File: config.mk
export PLATFORM = sky130hd
export DESIGN_NAME = aosba_oq
export DESIGN_NICKNAME = d
export VERILOG_FILES = /design/src/hdl/aosba_pkg.sv /design/src/hdl/aosba_oq.sv
export SDC_FILE = /design/constraint.sdc
export NUM_CORES = 1
export LEC_CHECK = 0
export BUFFER_PORTS_ARGS = -buffer_cell sky130_fd_sc_hd__buf_2
export CORE_MARGIN = 3
export CORE_UTILIZATION = 47
export DETAILED_ROUTE_END_ITERATION = 10
export MAX_ROUTING_LAYER = met4
export SYNTH_ARGS = -nofsm -noshare
export SYNTH_HDL_FRONTEND = slang
export SYNTH_SLANG_ARGS = --single-unit
File: constraint.sdc
create_clock -name i_clk -period 4.8 [get_ports i_clk]
set_input_delay 0.48 -clock i_clk [delete_from_list [all_inputs] [get_ports i_clk]]
set_output_delay 0.48 -clock i_clk [all_outputs]
set_load 0.03 [all_outputs]
File: src/hdl/aosba_pkg.sv
// Shared constants, types and register codes for the offset/scale boxcar averager.
`default_nettype none

package aosba_pkg;

    localparam int WINDOW  = 20;
    localparam int SLOT_W  = (WINDOW > 1) ? $clog2(WINDOW) : 1;
    localparam int AXES    = 3;

    localparam int RAW_W   = 16;
    localparam int OFS_W   = 11;
    localparam int GAIN_W  = 8;
    localparam int CORR_W  = RAW_W + 1;
    localparam int MUL_W   = CORR_W + GAIN_W + 1;
    localparam int SCL_W   = 25;
    localparam int SUM_W   = 31;
    localparam int AVG_W   = 16;
    localparam int QUO_W   = AVG_W + 1;

    localparam int TDATA_W = AXES * RAW_W;
    localparam int PADDR_W = 4;
    localparam int PDATA_W = 32;

    // Clamp bounds on the running sum: beyond them the truncated mean saturates.
    localparam int LIM_POS = 32767 * WINDOW + WINDOW - 1;
    localparam int LIM_NEG = 32768 * WINDOW + WINDOW - 1;
    localparam int MAG_W   = $clog2(LIM_NEG + 1);

    // Reciprocal of the window length, exact for magnitudes below 2**DIV_K / WINDOW.
    localparam int DIV_K   = 28;
    localparam int RECIP   = (2 ** DIV_K + WINDOW - 1) / WINDOW;
    localparam int RECIP_W = $clog2(RECIP + 1);
    localparam int PROD_W  = ((MAG_W + RECIP_W) > (DIV_K + QUO_W)) ?
                             (MAG_W + RECIP_W) : (DIV_K + QUO_W);

    localparam int OQ_DEPTH = 8;
    localparam int OQ_PTR_W = $clog2(OQ_DEPTH);
    localparam int OQ_CNT_W = $clog2(OQ_DEPTH + 1);

    localparam logic [SLOT_W-1:0]        SLOT_LAST   = SLOT_W'(WINDOW - 1);
    localparam logic signed [SUM_W-1:0]  SUM_LIM_POS = SUM_W'(LIM_POS);
    localparam logic signed [SUM_W-1:0]  SUM_LIM_NEG = SUM_W'(-LIM_NEG);
    localparam logic [MAG_W-1:0]         MAG_LIM_POS = MAG_W'(LIM_POS);
    localparam logic [MAG_W-1:0]         MAG_LIM_NEG = MAG_W'(LIM_NEG);
    localparam logic [PROD_W-1:0]        RECIP_C     = PROD_W'(RECIP);

    localparam logic signed [OFS_W-1:0]  OFFSET_X_RST   = 11'sd2;
    localparam logic signed [OFS_W-1:0]  OFFSET_Y_RST   = -11'sd14;
    localparam logic signed [OFS_W-1:0]  OFFSET_Z_RST   = -11'sd290;
    localparam logic [GAIN_W-1:0]        SCALE_GAIN_RST = 8'd15;

    typedef enum logic [1:0] {
        REG_OFFSET_X   = 2'd0,
        REG_OFFSET_Y   = 2'd1,
        REG_OFFSET_Z   = 2'd2,
        REG_SCALE_GAIN = 2'd3
    } t_reg_idx;

    typedef struct packed {
        logic signed [OFS_W-1:0] offset_x;
        logic signed [OFS_W-1:0] offset_y;
        logic signed [OFS_W-1:0] offset_z;
        logic [GAIN_W-1:0]       scale_gain;
    } t_cfg;

    typedef logic [AXES-1:0][RAW_W-1:0] t_raw_vec;
    typedef logic [AXES-1:0][SCL_W-1:0] t_scl_vec;
    typedef logic [AXES-1:0][SUM_W-1:0] t_sum_vec;
    typedef logic [AXES-1:0][AVG_W-1:0] t_avg_vec;

endpackage

`default_nettype wire

File: src/hdl/aosba_oq.sv
// Output queue with credit count covering beats still in the pipeline.
`default_nettype none

module aosba_oq (
    input  wire logic                          i_clk,
    input  wire logic                          i_rst_n,
    input  wire logic                          i_take,
    output logic                               o_room,
    input  wire logic                          i_push,
    input  wire logic [aosba_pkg::TDATA_W-1:0] i_push_data,
    output logic                               o_tvalid,
    input  wire logic                          i_tready,
    output logic      [aosba_pkg::TDATA_W-1:0] o_tdata
);
    import aosba_pkg::*;

    logic [TDATA_W-1:0]  r_mem [OQ_DEPTH];
    logic [OQ_PTR_W-1:0] r_wr_ptr;
    logic [OQ_PTR_W-1:0] r_rd_ptr;
    logic [OQ_CNT_W-1:0] r_fill;
    logic [OQ_CNT_W-1:0] r_credit;
    logic                pop;

    assign o_tvalid = (r_fill != '0);
    assign pop      = o_tvalid && i_tready;
    assign o_tdata  = r_mem[r_rd_ptr];
    assign o_room   = (r_credit < OQ_CNT_W'(OQ_DEPTH));

    always_ff @(posedge i_clk) begin
        if (!i_rst_n) begin
            r_wr_ptr <= '0;
            r_rd_ptr <= '0;
            r_fill   <= '0;
            r_credit <= '0;
        end else begin
            if (i_push) begin
                r_wr_ptr <= r_wr_ptr + OQ_PTR_W'(1);
            end
            if (pop) begin
                r_rd_ptr <= r_rd_ptr + OQ_PTR_W'(1);
            end
            r_fill   <= r_fill + OQ_CNT_W'(i_push) - OQ_CNT_W'(pop);
            r_credit <= r_credit + OQ_CNT_W'(i_take) - OQ_CNT_W'(pop);
        end
    end

    always_ff @(posedge i_clk) begin
        if (i_push) begin
            r_mem[r_wr_ptr] <= i_push_data;
        end
    end

endmodule

`default_nettype wire

* Yosys cells after proc, flatten, opt, wreduce, memory -nomap -nowiden
Memory sizes are Yosys's and may differ from the RTL's. A register that Yosys moved wholly into a read port is not among the register bits. Index checks and enable logic that the tools add are counted.
Storage, ports and cells: register bits 14, latch bits 0, bits in writable memories 384, ROM bits 0, output and inout bits 50, memories 1
Cells by class: add/sub/neg operators 6, $mul 0, divide/modulo/power cells 0, order comparisons 1, equality and inequality tests 0, shift operators 0, multiplexer cells 4, bitwise logic cells 0, reductions and logical operators 2
Memory list:
- r_mem | words 8, bits a word 48, rd ports 1, clocked after Yosys merged registers in 1, write ports 1, RTL line aosba_oq.sv:17 | logic [TDATA_W-1:0] r_mem [OQ_DEPTH];
Operators by type and width (number):
- $add 4x1->4 | 2
- $sub 4x1->4 | 2
- $add 3x1->3 const B | 2
- $mux 3 | 2
- $lt 4x4->1 const B | 1
- $reduce_bool 4->1 | 1
- $mux 1 | 2
- $logic_and 1x1->1 | 1

* Logic depth before layout (Yosys ltp)
depth in word-level cells 4, mapped depth 10

* Worst setup path before layout
OpenSTA, ideal clock, no wires.
path type input -> register, start input port i_push, end memory r_mem[0][0] (netlist bit), enable pin, library setup time 0.513 ns, arrival time 3.852 ns, data required time 4.287 ns, slack 0.435 ns, cell stages on the path 2, buffers on the path 0, cell sequence nand2b_1 nor3_1
Between the ends: longest elaborated chain between the ends 2
RTL lines:
- start: declaration | RTL line aosba_oq.sv:9 | input wire logic i_push,
- $mux 1 | RTL line aosba_oq.sv:48 | if (i_push) begin
- $mux 1 (not written as such) | RTL line aosba_oq.sv:49 | r_mem[r_wr_ptr] <= i_push_data;
- end: declaration | RTL line aosba_oq.sv:17
No other way between the ends.

==> summary.md <==
| Metric | Value |
|---|---|
| Static Leak | `between 5 and 6 nW` |
| Synth warn | `0` |
| Peak VDD IR | `~0.35 mV` |
| Largest net degree at the start of global routing | `70` |
| FF-to-FF setup slack | `2360 ps` |
| Area of the multi-input gates | `3430 µm²` |
| CP Class | `flip-flop to output port` |
| FF-to-FF path depth | `10` |
| Total grt overflow | `0` |
| Yosys top cell area share | `74.5%` |
| Hold Path Stages | `1` |
| Worst setup SP type | `flip-flop` |
| Synth Register Bits | `roughly 400` |
| RSZ-0062 raised after global routing | `no` |
| Synth-to-layout area growth | `15.3%` |
| RR Endpoint | `r_credit[2]$_SDFF_PN0_` |
| Mapped cell area | `roughly 15000 µm²` |
| WL final | `29.7 mm` |
| Rows | `65` |
| Slew @ Worst Pin | `1140 ps` |
| Fin area | `17900 µm²` |
| # fillers | `2462` |
| Top cells by area, synth | `edfxtp_1, mux4_2, mux2_4` |
| Most numerous cell in the Yosys netlist | `edfxtp_1` |
| Drc violations | `0` |
| Final Non-Filler Cells | `1253` |
| Slew Viols, Final | `0` |
| Hold-fix buffers, CTS | `0` |
| Netlist cell types | `27` |
| Synthesized area per cell | `23.8 µm²` |
| Gr usage total | `17.9%` |
| # clock sinks | `401` |
| Sw power | `2.17 mW` |
| Proportion of power drawn by the clock network | `35.1%` |
| Die W | `188 µm` |
| Layout cell share with drive strength beyond 1 | `39.7%` |
| Synthesized Nets | `approximately 720` |
| CTS resizes | `0` |
| Max-Cap Viols | `0` |
| Largest area contributor in the netlist | `edfxtp_1` |
| Combinational Power Share | `17.1%` |
| Min Tclk post-route | `roughly 3300 ps` |
| Hold EP | `r_mem[4][22]$_DFFE_PP_` |
| Worst hold path class | `input pin to flip-flop` |
| Worst skew pair latency | `520 ps` |
| Number of global-route vias before repair | `7550` |
| Flop pwr share | `47.8%` |
| Layout Nets | `849` |
| Top cells by count, synth | `edfxtp_1, mux4_2, mux2_4` |
| Dpl cell area | `16500 µm²` |
| Worst Hold Launch | `i_push_data[22]` |
| Max Clock Freq | `300 MHz` |
| Via density | `around 5.4` |
| Via count | `6768` |
| Crit. End Element | `output port` |
| Clk pin slew, worst setup/hold paths | `60 ps` |
| Rel. slew slack | `23.9%` |
| DR WL/cell | `23.7 µm` |
| Internal power | `approximately 6.5 mW` |
| Switching part of the total | `25.1%` |
| I/O pin cnt | `between 100 and 150` |
| Final worst path period share | `between 60% and 70%` |
| Initial core utilization | `48.3%` |
| Final hold viol count | `0` |
| Number of synthesized flops with an enable pin | `384` |
| Final Skew | `roughly 14 ps` |
| Async set or reset register ratio after synthesis | `0%` |
| Core box area | `between 30000 and 40000 µm²` |
| Mapped Cells | `651` |
| Seq/Total Area, Yosys | `between 70% and 80%` |
| CTS tree | `yes` |
| Die height | `188 µm` |
| CTS max path bufs | `3` |
| Storage cell area | `11900 µm²` |
| Req. time, crit path | `approximately 4300 ps` |
| Status | `finished, final reports clean` |
| Port bufs | `102` |
| Initial antenna violation count | `2` |
| Initial DRC count | `522` |
| Root Buffer | `clkbuf_16` |
| Worst reg2reg startpoint | `r_fill[2]$_SDFF_PN0_` |
| Placed Cells | `1177` |
| Synth Flop Type | `edfxtp_1` |
| Placer Congestion | `0.685` |
| Final setup fails | `0` |
| Global-route wire length before repair | `approximately 46 mm` |
| 1st-pass router iterations | `4` |
| Setup bufs post-CTS | `0` |
| Worst path arrival time | `2850 ps` |
| Power Density | `484 nW/µm²` |
| Final ANT Viol Nets | `0` |
| CP Max Fanout | `69` |
| Setup TNS Final | `0 ps` |
| Num CTS Buffers | `41` |
| DP Wirelength | `16.5 mm` |
| H-tree level count | `2` |
| Die area | `35200 µm²` |
==> routing by layer <==
metal	routed length, µm	part of all wire [%]	track usage, %	up-vias
li1	-	-	-	2997
met4	372	1.3	3.98	0
met5	0	0	-	-
met2	15300	52	29.5	163
met1	12300	41	23.4	3574
met3	1710	5.8	3.57	34
==> state kept, by name, indices dropped and copies added, names as in the netlist, named ones only <==
register and count:
r_credit 4, r_fill 4, r_mem 384, r_rd_ptr 3
r_wr_ptr 3
==> area by class of cell <==
cell class / instances / share of cell area (%)
clock inverter: 20 / 1.21
timing repair buffer: 119 / 3.71
antenna: 2 / 0.0280
multi-input combinational: 214 / 19.2
tap: 435 / 3.05
sequential: 401 / 66.6
clock buffer: 54 / 6.08
inverter: 8 / 0.168
==> power by group through the flow <==
| stage | logic, mW | registers (mW) | clock network (mW) |
|---|---|---|---|
| after floorplan | 1.25 | 4.07 | 0 |
| after global placement | 1.46 | 4.20 | 0 |
| after detailed placement | 1.50 | 4.21 | 0 |
| after CTS | 1.50 | 4.14 | 3.11 |
| after global routing | 1.59 | 4.15 | 3.28 |
| final | 1.48 | 4.13 | 3.03 |
==> through the flow <==
stage / power (mW) / util, % / setup slack, ps / hold WS (ps)
finish: 8.64 / 55.7 / 1470 / 212
global route: 9.02 / 55.7 / 1270 / 201
CTS: 8.76 / 55.7 / 1360 / 191
detailed placement: 5.71 / 51.6 / 1940 / 498
global placement: 5.66 / 51.6 / 1980 / 458
floorplan: 5.33 / - / 435 / 456
==> how the worst max path moves through the flow <==
stage              start                    end  slack [ps]  depth (start not counted)
3_3_place_gp   flip-flop            o_tdata[35]        1980                          4
4_1_cts        flip-flop            o_tdata[35]        1360                          4
2_1_floorplan     i_push  r_mem[0][0]$_DFFE_PP_         430                          2
5_1_grt        flip-flop            o_tdata[35]        1270                          4
6_report       flip-flop            o_tdata[33]        1470                          4
3_5_place_dp   flip-flop            o_tdata[35]        1940                          4
==> cells by family after synthesis <==
logic type	Yosys count	synth area share, %
DFF	401	76.7
muxes	153	19.1
and+or+nand+nor	40	1.24
buffers and inverters	36	1.54
adders and majority gates	11	0.986
xor gates and xnor gates	6	0.339
AOI/OAI and AO/OA	4	0.145
==> critical path, stage by stage, from the launching register on <==
cell     delay [ps]
dfxtp_4        1040
buf_4           390
mux4_2          350
mux2_4          300
buf_2           190
==> cell usage in the layout, fill, tap and decap left out, types with 4 or more instances in the layout <==
cell type and instances:
ha_1 9, mux4_2 93, edfxtp_1 384, clkbuf_16 41, clkinv_2 4, inv_1 8, mux2_2 8, buf_4 15
mux2i_1 9, clkbuf_1 12, nor2_1 7, bufinv_16 4, buf_2 102, nor2_4 6, clkinv_1 9, mux2_4 40
nand2_1 9, dfxtp_1 14, nand2b_1 6
Power figures use the tool's default switching activity.
