==> src/hdl/aosba_pkg.sv <==
// Shared constants, types and register codes for the offset/scale boxcar averager.
`default_nettype none

package aosba_pkg;

    localparam int WINDOW  = 20;
    localparam int SLOT_W  = (WINDOW > 1) ? $clog2(WINDOW) : 1;
    localparam int AXES    = 3;

    localparam int RAW_W   = 16;
    localparam int OFS_W   = 11;
    localparam int GAIN_W  = 8;
    localparam int CORR_W  = RAW_W + 1;
    localparam int MUL_W   = CORR_W + GAIN_W + 1;
    localparam int SCL_W   = 25;
    localparam int SUM_W   = 31;
    localparam int AVG_W   = 16;
    localparam int QUO_W   = AVG_W + 1;

    localparam int TDATA_W = AXES * RAW_W;
    localparam int PADDR_W = 4;
    localparam int PDATA_W = 32;

    // Clamp bounds on the running sum: beyond them the truncated mean saturates.
    localparam int LIM_POS = 32767 * WINDOW + WINDOW - 1;
    localparam int LIM_NEG = 32768 * WINDOW + WINDOW - 1;
    localparam int MAG_W   = $clog2(LIM_NEG + 1);

    // Reciprocal of the window length, exact for magnitudes below 2**DIV_K / WINDOW.
    localparam int DIV_K   = 28;
    localparam int RECIP   = (2 ** DIV_K + WINDOW - 1) / WINDOW;
    localparam int RECIP_W = $clog2(RECIP + 1);
    localparam int PROD_W  = ((MAG_W + RECIP_W) > (DIV_K + QUO_W)) ?
                             (MAG_W + RECIP_W) : (DIV_K + QUO_W);

    localparam int OQ_DEPTH = 8;
    localparam int OQ_PTR_W = $clog2(OQ_DEPTH);
    localparam int OQ_CNT_W = $clog2(OQ_DEPTH + 1);

    localparam logic [SLOT_W-1:0]        SLOT_LAST   = SLOT_W'(WINDOW - 1);
    localparam logic signed [SUM_W-1:0]  SUM_LIM_POS = SUM_W'(LIM_POS);
    localparam logic signed [SUM_W-1:0]  SUM_LIM_NEG = SUM_W'(-LIM_NEG);
    localparam logic [MAG_W-1:0]         MAG_LIM_POS = MAG_W'(LIM_POS);
    localparam logic [MAG_W-1:0]         MAG_LIM_NEG = MAG_W'(LIM_NEG);
    localparam logic [PROD_W-1:0]        RECIP_C     = PROD_W'(RECIP);

    localparam logic signed [OFS_W-1:0]  OFFSET_X_RST   = 11'sd2;
    localparam logic signed [OFS_W-1:0]  OFFSET_Y_RST   = -11'sd14;
    localparam logic signed [OFS_W-1:0]  OFFSET_Z_RST   = -11'sd290;
    localparam logic [GAIN_W-1:0]        SCALE_GAIN_RST = 8'd15;

    typedef enum logic [1:0] {
        REG_OFFSET_X   = 2'd0,
        REG_OFFSET_Y   = 2'd1,
        REG_OFFSET_Z   = 2'd2,
        REG_SCALE_GAIN = 2'd3
    } t_reg_idx;

    typedef struct packed {
        logic signed [OFS_W-1:0] offset_x;
        logic signed [OFS_W-1:0] offset_y;
        logic signed [OFS_W-1:0] offset_z;
        logic [GAIN_W-1:0]       scale_gain;
    } t_cfg;

    typedef logic [AXES-1:0][RAW_W-1:0] t_raw_vec;
    typedef logic [AXES-1:0][SCL_W-1:0] t_scl_vec;
    typedef logic [AXES-1:0][SUM_W-1:0] t_sum_vec;
    typedef logic [AXES-1:0][AVG_W-1:0] t_avg_vec;

endpackage

`default_nettype wire

==> src/hdl/aosba_div.sv <==
// Saturating truncated division of one running sum by the window length.
`default_nettype none

module aosba_div (
    input  wire logic                               i_clk,
    input  wire logic                               i_rst_n,
    input  wire logic                               i_valid,
    input  wire logic signed [aosba_pkg::SUM_W-1:0] i_sum,
    output logic                                    o_valid,
    output logic signed [aosba_pkg::AVG_W-1:0]      o_avg
);
    import aosba_pkg::*;

    logic [MAG_W-1:0]  n_mag;
    logic              n_neg;
    logic [SUM_W-1:0]  neg_sum;
    logic [MAG_W-1:0]  r_mag;
    logic              r_neg_a;
    logic              r_va;
    logic [PROD_W-1:0] r_prod;
    logic              r_neg_b;
    logic              r_vb;
    logic [QUO_W-1:0]  quo;
    logic [QUO_W-1:0]  n_quo;

    assign neg_sum = -i_sum;

    // Clamp to the saturation bounds, take the magnitude
    always_comb begin
        if (i_sum > SUM_LIM_POS) begin
            n_mag = MAG_LIM_POS;
            n_neg = 1'b0;
        end else if (i_sum < SUM_LIM_NEG) begin
            n_mag = MAG_LIM_NEG;
            n_neg = 1'b1;
        end else if (i_sum < 0) begin
            n_mag = neg_sum[MAG_W-1:0];
            n_neg = 1'b1;
        end else begin
            n_mag = i_sum[MAG_W-1:0];
            n_neg = 1'b0;
        end
    end

    always_ff @(posedge i_clk) begin
        if (!i_rst_n) begin
            r_va <= 1'b0;
            r_vb <= 1'b0;
        end else begin
            r_va <= i_valid;
            r_vb <= r_va;
        end
    end

    always_ff @(posedge i_clk) begin
        r_mag   <= n_mag;
        r_neg_a <= n_neg;
        r_prod  <= PROD_W'(r_mag) * RECIP_C;
        r_neg_b <= r_neg_a;
    end

    assign quo     = r_prod[DIV_K +: QUO_W];
    assign n_quo   = r_neg_b ? -quo : quo;
    assign o_avg   = n_quo[AVG_W-1:0];
    assign o_valid = r_vb;

endmodule

`default_nettype wire

==> config.mk <==
export PLATFORM = sky130hd
export DESIGN_NAME = aosba_div
export DESIGN_NICKNAME = d
export VERILOG_FILES = /design/src/hdl/aosba_pkg.sv /design/src/hdl/aosba_div.sv
export SDC_FILE = /design/constraint.sdc
export NUM_CORES = 1
export LEC_CHECK = 0
export BUFFER_PORTS_ARGS = -buffer_cell sky130_fd_sc_hd__buf_4
export CAP_MARGIN = 10
export CORE_ASPECT_RATIO = 0.8
export CORE_MARGIN = 2
export CORE_UTILIZATION = 45
export CTS_BUF_LIST = sky130_fd_sc_hd__clkbuf_4
export DETAILED_ROUTE_END_ITERATION = 6
export GPL_TIMING_DRIVEN = 1
export HOLD_SLACK_MARGIN = 0.05
export PLACE_DENSITY = 0.72
export SKIP_LAST_GASP = 1
export SYNTH_ARGS = -nofsm -noshare
export SYNTH_HDL_FRONTEND = slang
export SYNTH_SLANG_ARGS = --single-unit
==> constraint.sdc <==
create_clock -name i_clk -period 5.7 [get_ports i_clk]
set_input_delay 0.285 -clock i_clk [delete_from_list [all_inputs] [get_ports i_clk]]
set_output_delay 0.285 -clock i_clk [all_outputs]
set_load 0.02 [all_outputs]
==> Yosys cells after proc, flatten, opt, wreduce, memory -nomap -nowiden <==
Index checks and enable logic that the tools add are counted.
{ "word_totals": {"regBits": 68, "latch_bits": 0, "ram_bits": 0, "romBits": 0, "inputBits": 34, "output_inout_bits": 17, "elab_cells": 19, "n_memories": 0} }
{ "op_classes": {"add_sub_neg": 2, "n_mul": 1, "div": 0, "n_lt_le_gt_ge": 3, "n_eq_ne": 0, "shifts": 0, "n_mux": 5, "bitwise_logic": 0, "reduce_logical": 1} }
{ "ops": {"columns": ["operator", "n"], "rows": [
  ["$mul 20x24->44 const B", 1],
  ["$gt 31x21->1 const B", 1],
  ["$lt 31x1->1 const B", 1],
  ["$lt 31x21->1 const B", 1],
  ["$mux 20", 1],
  ["$neg 20->20", 1],
  ["$mux 18", 1],
  ["$mux 16", 1],
  ["$neg 16->16", 1],
  ["$mux 1", 2],
  ["$reduce_or 2->1", 1]
]} }

==> Depth between registers and ports, before layout <==
{ "logic_depth": {"depth_word": 3, "depth_mapped": 24, "mapped_depth_nobuf": 24} }

==> Least setup slack after synthesis <==
OpenSTA, ideal clock, no wires.
{ "synth_timing": {"kind": "reg2reg", "start": "reg r_mag[12]", "end": "reg r_prod[41]", "setup_ns": 0.072, "arrival_time_ns": 5.893, "required_ns": 5.628, "path_slack_ns": -0.265, "stages_incl_launch_ff": 21, "path_buffers": 0, "period_less_slack_ns": 5.965, "cell_sequence": "dfxtp_1 > inv_1 > ha_1 > fa_1 > fa_1 > fa_1 > inv_1 > fa_1 > fa_1 > inv_1 > fa_1 > inv_1 > ha_1 > nand4_4 > nor4_4 > o31ai_2 > a2111oi_4 > nor3_2 > o311a_4 > o21bai_2 > xor2_1"} }
{ "synth_between": {"elab_chain_len": 1} }
{ "synth_rtl": {"columns": ["element", "line", "rtl"], "rows": [
  ["start: declaration", "aosba_div.sv:17", "logic [MAG_W-1:0] r_mag;"],
  ["start signal: assignment", "aosba_div.sv:56", "r_mag <= n_mag;"],
  ["$mul 20x24->44", "aosba_div.sv:58", "r_prod <= PROD_W'(r_mag) * RECIP_C;"],
  ["end signal: assignment", "aosba_div.sv:58", null],
  ["end: declaration", "aosba_div.sv:20", "logic [PROD_W-1:0] r_prod;"]
]} }
No other way between the ends.
A chain may end at the register's enable or synchronous reset.

==> Worst setup path in the final report <==
Ends and elaborated chain as after synthesis.

==> impl_metrics.env <==
export IMPL_status="finished, violations left"
export IMPL_violations="negative setup slack"
export IMPL_cts_root_buffer="clkbuf_4"
export IMPL_fmax_mhz=170.9
export IMPL_cts_hold_buffers_added=0
export IMPL_setup_viol=6
export IMPL_cts_tree="built"
export IMPL_avgSynthCellArea_sq_um=9.601
export IMPL_routabilityCongestion=0.9146
export IMPL_hpwl_mm=16.72
export IMPL_worstPathArrival_ns=6.14
export IMPL_synth_seq_area_share_pct=9.836
export IMPL_netlist_area_leader_share_pct=28.28
export IMPL_wl_met1_mm=9.307
export IMPL_drive_above_1_share_pct=29.41
export IMPL_synth_top_area_cell="ha_1"
export IMPL_top_layer_used="met4"
export IMPL_final_max_slew_viol_count=0
export IMPL_rsz0062_at_grt="true"
export IMPL_io_pins=51
export IMPL_tns_ns=-0.6785
export IMPL_wl_mm=20.16
export IMPL_synth_edf_count=0
export IMPL_synth_ff_type="dfxtp_1"
export IMPL_max_stage_delay_ns=0.52
export IMPL_cts_max_path_buffers=2
export IMPL_crit_required_ns=5.99
export IMPL_yosysUniqueCellTypes=48
export IMPL_dp_slack_ns=-0.3837
export IMPL_layout_commonest_cell="buf_4"
export IMPL_rr_startpoint="r_mag[12]"
export IMPL_syn_area_sq_um=8142
export IMPL_grt_overflow_total=0
export IMPL_antenna_found_initial=0
export IMPL_start_util_pct=46.42
export IMPL_firstDrtPassIters=4
export IMPL_io_buffers=50
export IMPL_synth_fp_nets=1177
export IMPL_final_area_sq_um=10470
export IMPL_netlist_instances=848
export IMPL_ant_nets=0
export IMPL_die_area_sq_um=19190
export IMPL_diodes=0
export IMPL_grt_pass1_vias=6779
export IMPL_wl_met3_um=909
export IMPL_path_cells="inv_4 > ha_4 > fa_1 > fa_1 > fa_1 > inv_2 > fa_1 > fa_1 > inv_1 > fa_1 > inv_2 > ha_4 > buf_6 > nand4_1 > o211ai_1 > a211oi_4 > a2111oi_4 > nor3_2 > o311a_4 > o21bai_4 > xor2_1"
export IMPL_layout_common_cells="buf_4, inv_1, ha_1, fa_1, o21ai_0"
export IMPL_grt_pass1_wl_mm=32.49
export IMPL_critPathTopFamily="adder cells"
export IMPL_maxCapViolCount=0
export IMPL_path_max_fanout=5
export IMPL_clock_sinks=40
export IMPL_finalCritPeriodShare_pct=102.7
export IMPL_clkTransAtPathRegs_ns=0.11
export IMPL_fill_cells=1493
export IMPL_crit_top_cell="fa_1"
export IMPL_die_w_um=154.4
export IMPL_tightest_slew_ns=0.4821
export IMPL_yosys_register_bits=40
export IMPL_wl_met2_mm=9.666
export IMPL_rows=43
export IMPL_cpMaxStageDelayCell="fa_1"
export IMPL_cts_inserted_buffers=5
export IMPL_hold_path_class="in2reg"
export IMPL_ys_warn_count=0
export IMPL_crit_type="reg2reg"
export IMPL_vias=6426
export IMPL_track_usage_pct=21.04
export IMPL_cp_end_kind="flip-flop"
export IMPL_hold_violations=0
export IMPL_htree_levels=2
export IMPL_startpoint="r_mag[12]"
export IMPL_crit_path_start_kind="flip-flop"
export IMPL_holdCritStartpoint="i_rst_n"
export IMPL_syn2layout_area_growth_pct=28.57
export IMPL_place_area_sq_um=9560
export IMPL_drt_vias_per_instance=5.133
export IMPL_min_period_ns=5.852
export IMPL_clock_latency_ns=0.36
export IMPL_finClkSkew_ns=0.01163
export IMPL_dr_first_iter_drc_count=298
export IMPL_worst_path_buf_inv=5
export IMPL_max_slew_margin_rel_pct=67.52
export IMPL_drc=0
export IMPL_fp_coreArea_sq_um=17540
export IMPL_ys_async_sr_fraction_pct=0
export IMPL_nNetsFinal=1356
export IMPL_finalWorstSetupSlack_ns=-0.1523
export IMPL_die_h_um=124.3
export IMPL_wire_per_inst_um=16.10
export IMPL_whs_ns=0.1354
export IMPL_synth_top_cells_by_area="ha_1, fa_1, dfxtp_1, inv_1, xnor2_1"
export IMPL_grt_max_degree=21
-- what timing repair did --
action                                  in CTS  in global routing
pin swaps                                   56                 52
cloned                                       0                  0
setup buffers                               21                  8
hold endpoints to repair                     0                  0
endpoints found under the setup margin      13                 14
resized for setup                           71                 60
-- sequential cells by signal, indices dropped and copies added (netlist names) --
signal	cells
r_neg_a	1
r_mag	20
r_va	1
r_neg_b	1
o_valid	1
r_prod	16
-- worst register-to-register path, cell delays in order, from the launching register on --
cell and delay, ns:
dfxtp_4 0.40, inv_4 0.04, ha_4 0.21, fa_1 0.52, fa_1 0.44, fa_1 0.50
inv_2 0.05, fa_1 0.49, fa_1 0.49, inv_1 0.05, fa_1 0.49, inv_2 0.05
ha_4 0.28, buf_6 0.11, nand4_1 0.08, o211ai_1 0.30, a211oi_4 0.09, a2111oi_4 0.47
nor3_2 0.10, o311a_4 0.35, o21bai_4 0.15, xor2_1 0.14
-- path summary, 6_finish.rpt --
check | to | slack [ns] | cells after the start
max reg2reg | r_prod[41] | -0.15 | 21
min | o_valid | 0.14 | 2
min reg2reg | r_neg_b | 0.41 | 0
max | r_prod[41] | -0.15 | 21
-- cell type report --
cell class	count	area, sq um	area share [%]
Clock buffer	6	45.04	0.4303
Clock inverter	1	5.005	0.04781
Inverter	185	696.9	6.658
Multi-Input combinational cell	615	7244	69.21
Sequential cell	40	820.8	7.841
Tap cell	225	281.5	2.689
Timing Repair Buffer	180	1374	13.12
-- through the flow --
step	instances	util [%]
6_report	1252	59.68
5_1_grt	1252	59.68
4_1_cts	1245	57.75
3_5_place_dp	1217	54.51
3_3_place_gp	1217	54.51
2_1_floorplan	848	-
-- layer usage --
| layer | vias up | global-route usage [%] |
|---|---|---|
| li1 | 3164 | - |
| met1 | 3107 | 28.43 |
| met2 | 134 | 35.11 |
| met3 | 21 | 4.976 |
| met4 | 0 | 3.322 |
| met5 | - | 0 |
-- synth_stat cells (8+ instances only) --
library cell and instances:
ha_1 184, nand4_1 15, dfxtp_1 40, o21ai_0 39, fa_1 111, nand2_1 32, nor3_1 11, nand3_1 8
a21o_1 18, xnor2_1 33, inv_1 185, nor2_1 25, xor2_1 25, o31ai_1 10, a21oi_1 30
-- cells by family after synthesis --
| family | Yosys count | share of synthesized area [%] |
|---|---|---|
| flip-flops | 40 | 9.836 |
| AND/OR/NAND/NOR | 133 | 8.821 |
| buffers and inverters | 193 | 9.036 |
| AO/OA/AOI/OAI | 129 | 10.50 |
| XOR/XNOR | 58 | 6.239 |
| adder cells (fa/ha/maj) | 295 | 55.57 |
Power is not shown: default switching activity piles up to over one toggle a cycle in this logic, so the estimate is an artifact.
