--- src/hdl/aosba_pkg.sv ---
// Shared constants, types and register codes for the offset/scale boxcar averager.
`default_nettype none

package aosba_pkg;

    localparam int WINDOW  = 20;
    localparam int SLOT_W  = (WINDOW > 1) ? $clog2(WINDOW) : 1;
    localparam int AXES    = 3;

    localparam int RAW_W   = 16;
    localparam int OFS_W   = 11;
    localparam int GAIN_W  = 8;
    localparam int CORR_W  = RAW_W + 1;
    localparam int MUL_W   = CORR_W + GAIN_W + 1;
    localparam int SCL_W   = 25;
    localparam int SUM_W   = 31;
    localparam int AVG_W   = 16;
    localparam int QUO_W   = AVG_W + 1;

    localparam int TDATA_W = AXES * RAW_W;
    localparam int PADDR_W = 4;
    localparam int PDATA_W = 32;

    // Clamp bounds on the running sum: beyond them the truncated mean saturates.
    localparam int LIM_POS = 32767 * WINDOW + WINDOW - 1;
    localparam int LIM_NEG = 32768 * WINDOW + WINDOW - 1;
    localparam int MAG_W   = $clog2(LIM_NEG + 1);

    // Reciprocal of the window length, exact for magnitudes below 2**DIV_K / WINDOW.
    localparam int DIV_K   = 28;
    localparam int RECIP   = (2 ** DIV_K + WINDOW - 1) / WINDOW;
    localparam int RECIP_W = $clog2(RECIP + 1);
    localparam int PROD_W  = ((MAG_W + RECIP_W) > (DIV_K + QUO_W)) ?
                             (MAG_W + RECIP_W) : (DIV_K + QUO_W);

    localparam int OQ_DEPTH = 8;
    localparam int OQ_PTR_W = $clog2(OQ_DEPTH);
    localparam int OQ_CNT_W = $clog2(OQ_DEPTH + 1);

    localparam logic [SLOT_W-1:0]        SLOT_LAST   = SLOT_W'(WINDOW - 1);
    localparam logic signed [SUM_W-1:0]  SUM_LIM_POS = SUM_W'(LIM_POS);
    localparam logic signed [SUM_W-1:0]  SUM_LIM_NEG = SUM_W'(-LIM_NEG);
    localparam logic [MAG_W-1:0]         MAG_LIM_POS = MAG_W'(LIM_POS);
    localparam logic [MAG_W-1:0]         MAG_LIM_NEG = MAG_W'(LIM_NEG);
    localparam logic [PROD_W-1:0]        RECIP_C     = PROD_W'(RECIP);

    localparam logic signed [OFS_W-1:0]  OFFSET_X_RST   = 11'sd2;
    localparam logic signed [OFS_W-1:0]  OFFSET_Y_RST   = -11'sd14;
    localparam logic signed [OFS_W-1:0]  OFFSET_Z_RST   = -11'sd290;
    localparam logic [GAIN_W-1:0]        SCALE_GAIN_RST = 8'd15;

    typedef enum logic [1:0] {
        REG_OFFSET_X   = 2'd0,
        REG_OFFSET_Y   = 2'd1,
        REG_OFFSET_Z   = 2'd2,
        REG_SCALE_GAIN = 2'd3
    } t_reg_idx;

    typedef struct packed {
        logic signed [OFS_W-1:0] offset_x;
        logic signed [OFS_W-1:0] offset_y;
        logic signed [OFS_W-1:0] offset_z;
        logic [GAIN_W-1:0]       scale_gain;
    } t_cfg;

    typedef logic [AXES-1:0][RAW_W-1:0] t_raw_vec;
    typedef logic [AXES-1:0][SCL_W-1:0] t_scl_vec;
    typedef logic [AXES-1:0][SUM_W-1:0] t_sum_vec;
    typedef logic [AXES-1:0][AVG_W-1:0] t_avg_vec;

endpackage

`default_nettype wire

--- src/hdl/aosba_ram.sv ---
// Generic single-port-write, single-port-read RAM with registered read data.
`default_nettype none

module aosba_ram #(
    parameter int WIDTH  = 8,
    parameter int DEPTH  = 16,
    parameter int ADDR_W = (DEPTH > 1) ? $clog2(DEPTH) : 1
) (
    input  wire logic              i_clk,
    input  wire logic              i_we,
    input  wire logic [ADDR_W-1:0] i_waddr,
    input  wire logic [WIDTH-1:0]  i_wdata,
    input  wire logic              i_re,
    input  wire logic [ADDR_W-1:0] i_raddr,
    output logic      [WIDTH-1:0]  o_rdata
);

    logic [WIDTH-1:0] r_mem [DEPTH];

    always_ff @(posedge i_clk) begin
        if (i_we) begin
            r_mem[i_waddr] <= i_wdata;
        end
        if (i_re) begin
            o_rdata <= r_mem[i_raddr];
        end
    end

endmodule

`default_nettype wire

--- src/hdl/aosba_ring.sv ---
// Offset, scale and ring-buffer running-sum update for all three axes.
`default_nettype none

module aosba_ring (
    input  wire logic                i_clk,
    input  wire logic                i_rst_n,
    input  wire logic                i_valid,
    input  wire aosba_pkg::t_raw_vec i_raw,
    input  wire aosba_pkg::t_cfg     i_cfg,
    output logic                     o_valid,
    output aosba_pkg::t_sum_vec      o_sum
);
    import aosba_pkg::*;

    logic [SLOT_W-1:0] r_slot;
    logic [SLOT_W-1:0] n_slot;
    logic              r_wrapped;

    logic                    r1_valid;
    logic                    r1_zero;
    logic [SLOT_W-1:0]       r1_slot;
    logic signed [CORR_W-1:0] r1_corr [AXES];

    logic                    r2_valid;
    logic                    r2_zero;
    logic [SLOT_W-1:0]       r2_slot;
    t_scl_vec                r2_scl;
    t_scl_vec                r2_old;

    logic                    r_d1_valid;
    logic [SLOT_W-1:0]       r_d1_slot;
    t_scl_vec                r_d1_data;
    logic                    r_d2_valid;
    logic [SLOT_W-1:0]       r_d2_slot;
    t_scl_vec                r_d2_data;

    logic signed [SUM_W-1:0] r_sum [AXES];
    logic signed [SUM_W-1:0] n_sum [AXES];
    logic                    r3_valid;

    logic signed [OFS_W-1:0]  ofs    [AXES];
    logic signed [CORR_W-1:0] n_corr [AXES];
    logic signed [MUL_W-1:0]  mul    [AXES];
    t_scl_vec                 n_scl;
    t_scl_vec                 ram_rdata;
    t_scl_vec                 old_vec;

    assign ofs[0] = i_cfg.offset_x;
    assign ofs[1] = i_cfg.offset_y;
    assign ofs[2] = i_cfg.offset_z;

    assign n_slot = (r_slot == SLOT_LAST) ? '0 : r_slot + SLOT_W'(1);

    aosba_ram #(
        .WIDTH (AXES * SCL_W),
        .DEPTH (WINDOW)
    ) u_ram (
        .i_clk   (i_clk),
        .i_we    (r2_valid),
        .i_waddr (r2_slot),
        .i_wdata (r2_scl),
        .i_re    (i_valid),
        .i_raddr (r_slot),
        .o_rdata (ram_rdata)
    );

    always_comb begin
        for (int a = 0; a < AXES; a++) begin
            n_corr[a] = CORR_W'($signed(i_raw[a])) + CORR_W'(ofs[a]);
            mul[a]    = r1_corr[a] * $signed({1'b0, i_cfg.scale_gain});
            n_scl[a]  = mul[a][SCL_W-1:0];
        end
    end

    // Forward writes that landed after this entry was read
    always_comb begin
        if (r_d1_valid && (r_d1_slot == r2_slot)) begin
            old_vec = r_d1_data;
        end else if (r_d2_valid && (r_d2_slot == r2_slot)) begin
            old_vec = r_d2_data;
        end else if (r2_zero) begin
            old_vec = '0;
        end else begin
            old_vec = r2_old;
        end
        for (int a = 0; a < AXES; a++) begin
            n_sum[a] = r_sum[a] - SUM_W'($signed(old_vec[a]))
                     + SUM_W'($signed(r2_scl[a]));
            o_sum[a] = r_sum[a];
        end
    end

    always_ff @(posedge i_clk) begin
        if (!i_rst_n) begin
            r_slot     <= '0;
            r_wrapped  <= 1'b0;
            r1_valid   <= 1'b0;
            r2_valid   <= 1'b0;
            r3_valid   <= 1'b0;
            r_d1_valid <= 1'b0;
            r_d2_valid <= 1'b0;
            for (int a = 0; a < AXES; a++) begin
                r_sum[a] <= '0;
            end
        end else begin
            r1_valid   <= i_valid;
            r2_valid   <= r1_valid;
            r3_valid   <= r2_valid;
            r_d1_valid <= r2_valid;
            r_d2_valid <= r_d1_valid;
            if (i_valid) begin
                r_slot <= n_slot;
                if (r_slot == SLOT_LAST) begin
                    r_wrapped <= 1'b1;
                end
            end
            if (r2_valid) begin
                for (int a = 0; a < AXES; a++) begin
                    r_sum[a] <= n_sum[a];
                end
            end
        end
    end

    always_ff @(posedge i_clk) begin
        r1_zero   <= !r_wrapped;
        r1_slot   <= r_slot;
        r1_corr   <= n_corr;
        r2_zero   <= r1_zero;
        r2_slot   <= r1_slot;
        r2_scl    <= n_scl;
        r2_old    <= ram_rdata;
        r_d1_slot <= r2_slot;
        r_d1_data <= r2_scl;
        r_d2_slot <= r_d1_slot;
        r_d2_data <= r_d1_data;
    end

    assign o_valid = r3_valid;

endmodule

`default_nettype wire

--- config.mk ---
export PLATFORM = sky130hd
export DESIGN_NAME = aosba_ring
export DESIGN_NICKNAME = d
export VERILOG_FILES = /design/src/hdl/aosba_pkg.sv /design/src/hdl/aosba_ram.sv /design/src/hdl/aosba_ring.sv
export SDC_FILE = /design/constraint.sdc
export NUM_CORES = 2
export LEC_CHECK = 0
export BUFFER_PORTS_ARGS = -buffer_cell sky130_fd_sc_hd__buf_2
export CORE_MARGIN = 2
export CORE_UTILIZATION = 35
export CTS_CLUSTER_SIZE = 20
export DETAILED_ROUTE_END_ITERATION = 7
export PLACE_DENSITY_LB_ADDON = 0.3
export SLEW_MARGIN = 20
export SYNTH_ARGS = -nofsm -noshare
export SYNTH_HDL_FRONTEND = slang
export SYNTH_SLANG_ARGS = --single-unit
--- constraint.sdc ---
create_clock -name i_clk -period 6.3 [get_ports i_clk]
set_clock_uncertainty 0.05 [all_clocks]
set_input_delay 1.26 -clock i_clk [delete_from_list [all_inputs] [get_ports i_clk]]
set_output_delay 1.26 -clock i_clk [all_outputs]
set_load 0.005 [all_outputs]
# Word-level counts from Yosys, hierarchy flattened
# Memory sizes are Yosys's and may differ from the RTL's. A register that Yosys moved wholly into a read port is not among the register bits.
# Index checks and enable logic that the tools add are counted.
# Widths: inputs -> output; s select.
dict set report op_classes {
  n_bitwise 3
  multipliers 3
  add_sub_neg 10
  eq_ne 3
  n_reduce_logical 4
  n_mux 12
}
# op n
set op_table {}
lappend op_table {{$mux 75} 3}
lappend op_table {{$add 31x25->31} 3}
lappend op_table {{$mux 31} 3}
lappend op_table {{$sub 31x25->31} 3}
lappend op_table {{$mul 17x9->25} 3}
lappend op_table {{$add 16x11->17} 3}
lappend op_table {{$eq 5x5->1} 2}
lappend op_table {{$add 5x1->5 const B} 1}
lappend op_table {{$eq 5x5->1 const B} 1}
lappend op_table {{$mux 1} 5}
lappend op_table {{$mux 5} 1}
lappend op_table {{$or 1x1->1} 3}
lappend op_table {{$logic_and 1x1->1} 2}
lappend op_table {{$reduce_and 2->1} 1}
lappend op_table {{$logic_not 1->1} 1}
dict set report word_totals {
  mem_count 2
  word_cells 64
  inputBits 92
  mem_bits_rw 1593
  output_inout_bits 94
  register_bits 383
}
# name depth width rd rd_ports_with_merged_regs wr line_no
set mem_list {}
lappend mem_list {u_ram.r_mem 20 75 1 1 1 aosba_ram.sv:18} ;# logic [WIDTH-1:0] r_mem [DEPTH];
lappend mem_list {r_sum 3 31 3 0 3 aosba_ring.sv:37} ;# logic signed [SUM_W-1:0] r_sum [AXES];

# Depth between registers and ports, before layout
dict set report logic_depth {
  word_depth 7
  ltp_mapped 23
  ltp_nobuf 19
}

# Hierarchy
# A second synthesis with hierarchy kept.
dict set report hier_totals {
  hier_cells 6769
  hier_area_um2 95252.6
}
# mod cells_per_inst n_inst seq_area_each_um2 area_per_inst_um2
set modules_own_cells {}
lappend modules_own_cells {aosba_ram 3061 1 47295.4 59559.6}
lappend modules_own_cells {aosba_ring 3708 1 10460.0 35693.0}

# Least setup slack after synthesis
# Ideal clock, no wire load.
dict set report synth_path {
  path_type {input to register}
  from {in i_cfg[0] (netlist name)}
  to {reg r2_scl[22] (netlist name)}
  setup_time_ns 0.064
  stages 20
  n_path_buf 3
  path_slack_ns 0.083
  arrival_ns 6.103
  required_time_ns 6.186
  cell_sequence {clkbuf_1 clkbuf_1 nand2_1 fa_1 inv_1 fa_1 fa_1 inv_1 fa_1 inv_1 ha_1 buf_6 a2111o_1 a31oi_2 nor3_1 o31a_1 o31ai_4 a21oi_2 or4_1 nand4_1}
}
# item line_no
set synth_rtl {}
lappend synth_rtl {{from (decl)} aosba_ring.sv:9} ;# input wire aosba_pkg::t_cfg i_cfg,
lappend synth_rtl {{to (signal assigned)} aosba_ring.sv:131} ;# r2_scl <= n_scl;
lappend synth_rtl {{to (decl)} aosba_ring.sv:27} ;# t_scl_vec r2_scl;

==> flow_summary.json <==
{
  "outcome": "complete, no violations",
  "synth_common_cells": "edfxtp_1 (1,668), inv_1 (568), mux4_2 (450)",
  "synth_top_area_share_pct": 52.9,
  "postCtsSetupRepairBufs": 0,
  "clk_pin_slew_worst_paths_ps": 70,
  "insertion_delay_ps": 870,
  "fillers": 24500,
  "cp-end-kind": "flop",
  "cp-startpoint": "r2_slot[3]",
  "r2r_cells": 17,
  "setup_tns_ps": 0,
  "final_hold_viol_count": 0,
  "rrSetupSlack_ps": 860,
  "placed_cell_area_mm2": 0.101,
  "cts.sinks": 2051,
  "wl_per_cell_um": 23.2,
  "postSynthCellCount": 5985,
  "drtPass1Iterations": 7,
  "max_freq_ghz": 0.184,
  "die_w_um": 524,
  "seq_area_mm2": 0.0578,
  "hold_start": "r1_slot[1]",
  "ys_seq_area_share_pct": 61.0,
  "via_per_inst": 5.07,
  "nNetsFinal": 7073,
  "antenna_found_initial": 21,
  "grt_pass1_wl_um": 347000,
  "synth-seq-cells": 2051,
  "r2r_end": "r_sum[0][89]",
  "critPathKind": "flop to flop",
  "grt_max_degree": 101,
  "ys_warn_count": 0,
  "drc_errors": 0,
  "stdcell_count": 10000,
  "slew_headroom_pct": 23.7,
  "dp_slack_ps": 92.1,
  "ys_types": 73,
  "ioPinCount": 186,
  "vias": 50900,
  "drt_wl_total_um": 233000,
  "setup_viol": 0,
  "dpl.hpwl_um": 141000,
  "finalCritPeriodShare_pct": 86.4,
  "hp-class": "flop to flop",
  "grt_setup_unrepaired": "false",
  "yosysMostFrequentCell": "edfxtp_1",
  "startpoint_type": "flop",
  "numPortBuffers": 185,
  "cp.arrival_ps": 5990,
  "path_max_fanout": 26,
  "worstPathRequired_ps": 6850,
  "cts_htree_levels": 4,
  "cts_tree": "done",
  "synth_async_sr_flop_share_pct": 0,
  "powerDensity_mw_per_mm2": 503,
  "drt_iter0_drc": 4729,
  "rows": 191,
  "p_leak_nw": 38.8,
  "final_area_mm2": 0.108,
  "postSynth.topFlopCell": "edfxtp_1",
  "die_h_um": 524,
  "peakVddDrop_mv": 0.710,
  "synth_area_leaders": "edfxtp_1 (53%), mux4_2 (11%), fa_1 (8.7%)",
  "overflow": 0,
  "syn_area_mm2": 0.0947,
  "core-area_mm2": 0.270,
  "cts_root_buf": "clkbuf_16",
  "clock_path_buffers": 3,
  "synth_nets": 6780,
  "place_congestion": 0.810,
  "yosysTopAreaCell": "edfxtp_1",
  "min_period_ps": 5440,
  "dp.cells": 9634,
  "synth-edff-count": 1668,
  "multiInputGateArea_mm2": 0.0341,
  "first_global_vias": 53200,
  "grt_use_total_pct": 17.0,
  "slew_viol_final": 0,
  "whs_endpoint": "r2_slot[1]",
  "reg2reg_from": "r2_slot[3]",
  "final_util_pct": 39.9,
  "report.power.total_mw": 54.3,
  "cts_buffers": 211,
  "dieArea_mm2": 0.275,
  "ctsResizeCount": 0,
  "postRouteAntennaNets": 0,
  "fin_ws_ps": 859,
  "holdPathStages": 0,
  "final_layout_size_suffix_gt1_share_pct": 18.8,
  "avgSynthCellArea_um2": 15.8,
  "max-cap-violations": 0,
  "syn_to_final_growth_pct": 13.8,
  "worst-slew-pin-transition_ps": 1140,
  "hold_slack_ps": 249,
  "cts_hold_buf": 0,
  "start_util_pct": 35.1
}
[sequential cells by signal, indices dropped and copies added, names as in the netlist, 5 cells and up]
register       cells
r_sum             93
r_d1_slot          5
r_d1_data         75
r1_corr           51
r1_slot            5
r_slot             5
r2_old            75
r_d2_slot          5
r2_slot            5
r2_scl            75
u_ram.o_rdata     75
u_ram.r_mem     1500
r_d2_data         75
[where the power goes]
part	switching, mW	internal [mW]	total (mW)	leakage (nW)
registers	1.90	17.4	19.3	18.4
clock network	5.46	7.28	12.7	3.45
logic	13.1	9.21	22.3	16.9
[metal layers]
layer,track usage (%),vias up,wire length [um]
met4,4.76,10,5740
met2,27.7,1369,111000
met1,23.6,26600,104000
li1,-,22600,-
met3,2.55,298,13200
met5,0,-,60
[worst max-delay path, stage by stage (launching register included)]
cell and delay [ps]:
dfxtp_1 520, xor2_1 120, nor4_1 280, and3_4 370, buf_4 380, a21oi_1 120
nor2_1 100, a21oi_1 90, fa_1 520, ha_1 330, a211oi_1 110, o21ai_1 400
nand2_1 180, o41ai_2 510, a41oi_1 280, o31ai_1 470, a221oi_1 190, mux2i_1 170
[layout make-up]
cell class                      count  share of cell area (%)
Clock inverter                    125                    1.35
Clock buffer                      276                    5.32
Timing Repair Buffer              311                    1.98
Tap cell                         3570                    4.14
Antenna cell                        4                 0.00928
Sequential cell                  2051                    53.6
Multi-Input combinational cell   3134                    31.6
Inverter                          569                    1.98
[placed cells by master, fill, tap and decap left out, types with 18 or more instances in the layout]
cell	count
ha_1	292
nor3b_1	82
nand2b_1	18
a21o_1	78
o21ai_0	58
nor3_1	63
bufinv_16	19
o21ai_1	44
buf_12	21
nand4_1	20
inv_1	567
buf_4	106
dfxtp_1	374
nor2_4	20
a21oi_1	283
mux4_2	450
clkinv_1	30
nand3_1	39
edfxtp_1	1668
o21bai_1	23
mux2_2	75
a211oi_1	24
and2_1	237
xor2_1	60
nor2_1	211
a31oi_1	20
xnor2_1	118
o21a_1	26
buf_2	184
clkbuf_1	47
clkinv_2	28
fa_1	411
clkbuf_16	214
nand2_1	294
[worst max path at each step]
stage,end,slack [ps],cells past startpoint
5_1_grt,r_sum[0][27],480,18
3_5_place_dp,r2_scl[46],90,18
6_report,r_sum[0][89],860,17
4_1_cts,r_sum[0][27],880,18
3_3_place_gp,r2_scl[46],80,18
2_1_floorplan,r2_scl[22],80,20
[logic make-up (layout without fill, tap and decap cells)]
logic type                 count (synthesis)  in the layout  share of synthesized area [%]
DFF                                     2051           2051                           61.0
xor gates and xnor gates                 178            178                           1.65
muxes                                    533            533                           11.7
AOI/OAI and AO/OA                        652            652                           4.28
and+or+nand+nor                         1068           1068                           5.66
other                                      0              4                              0
buffers and inverters                    800           1281                           3.23
adders and majority gates                703            703                           12.5
No activity file was read; power rests on OpenSTA's default activity.
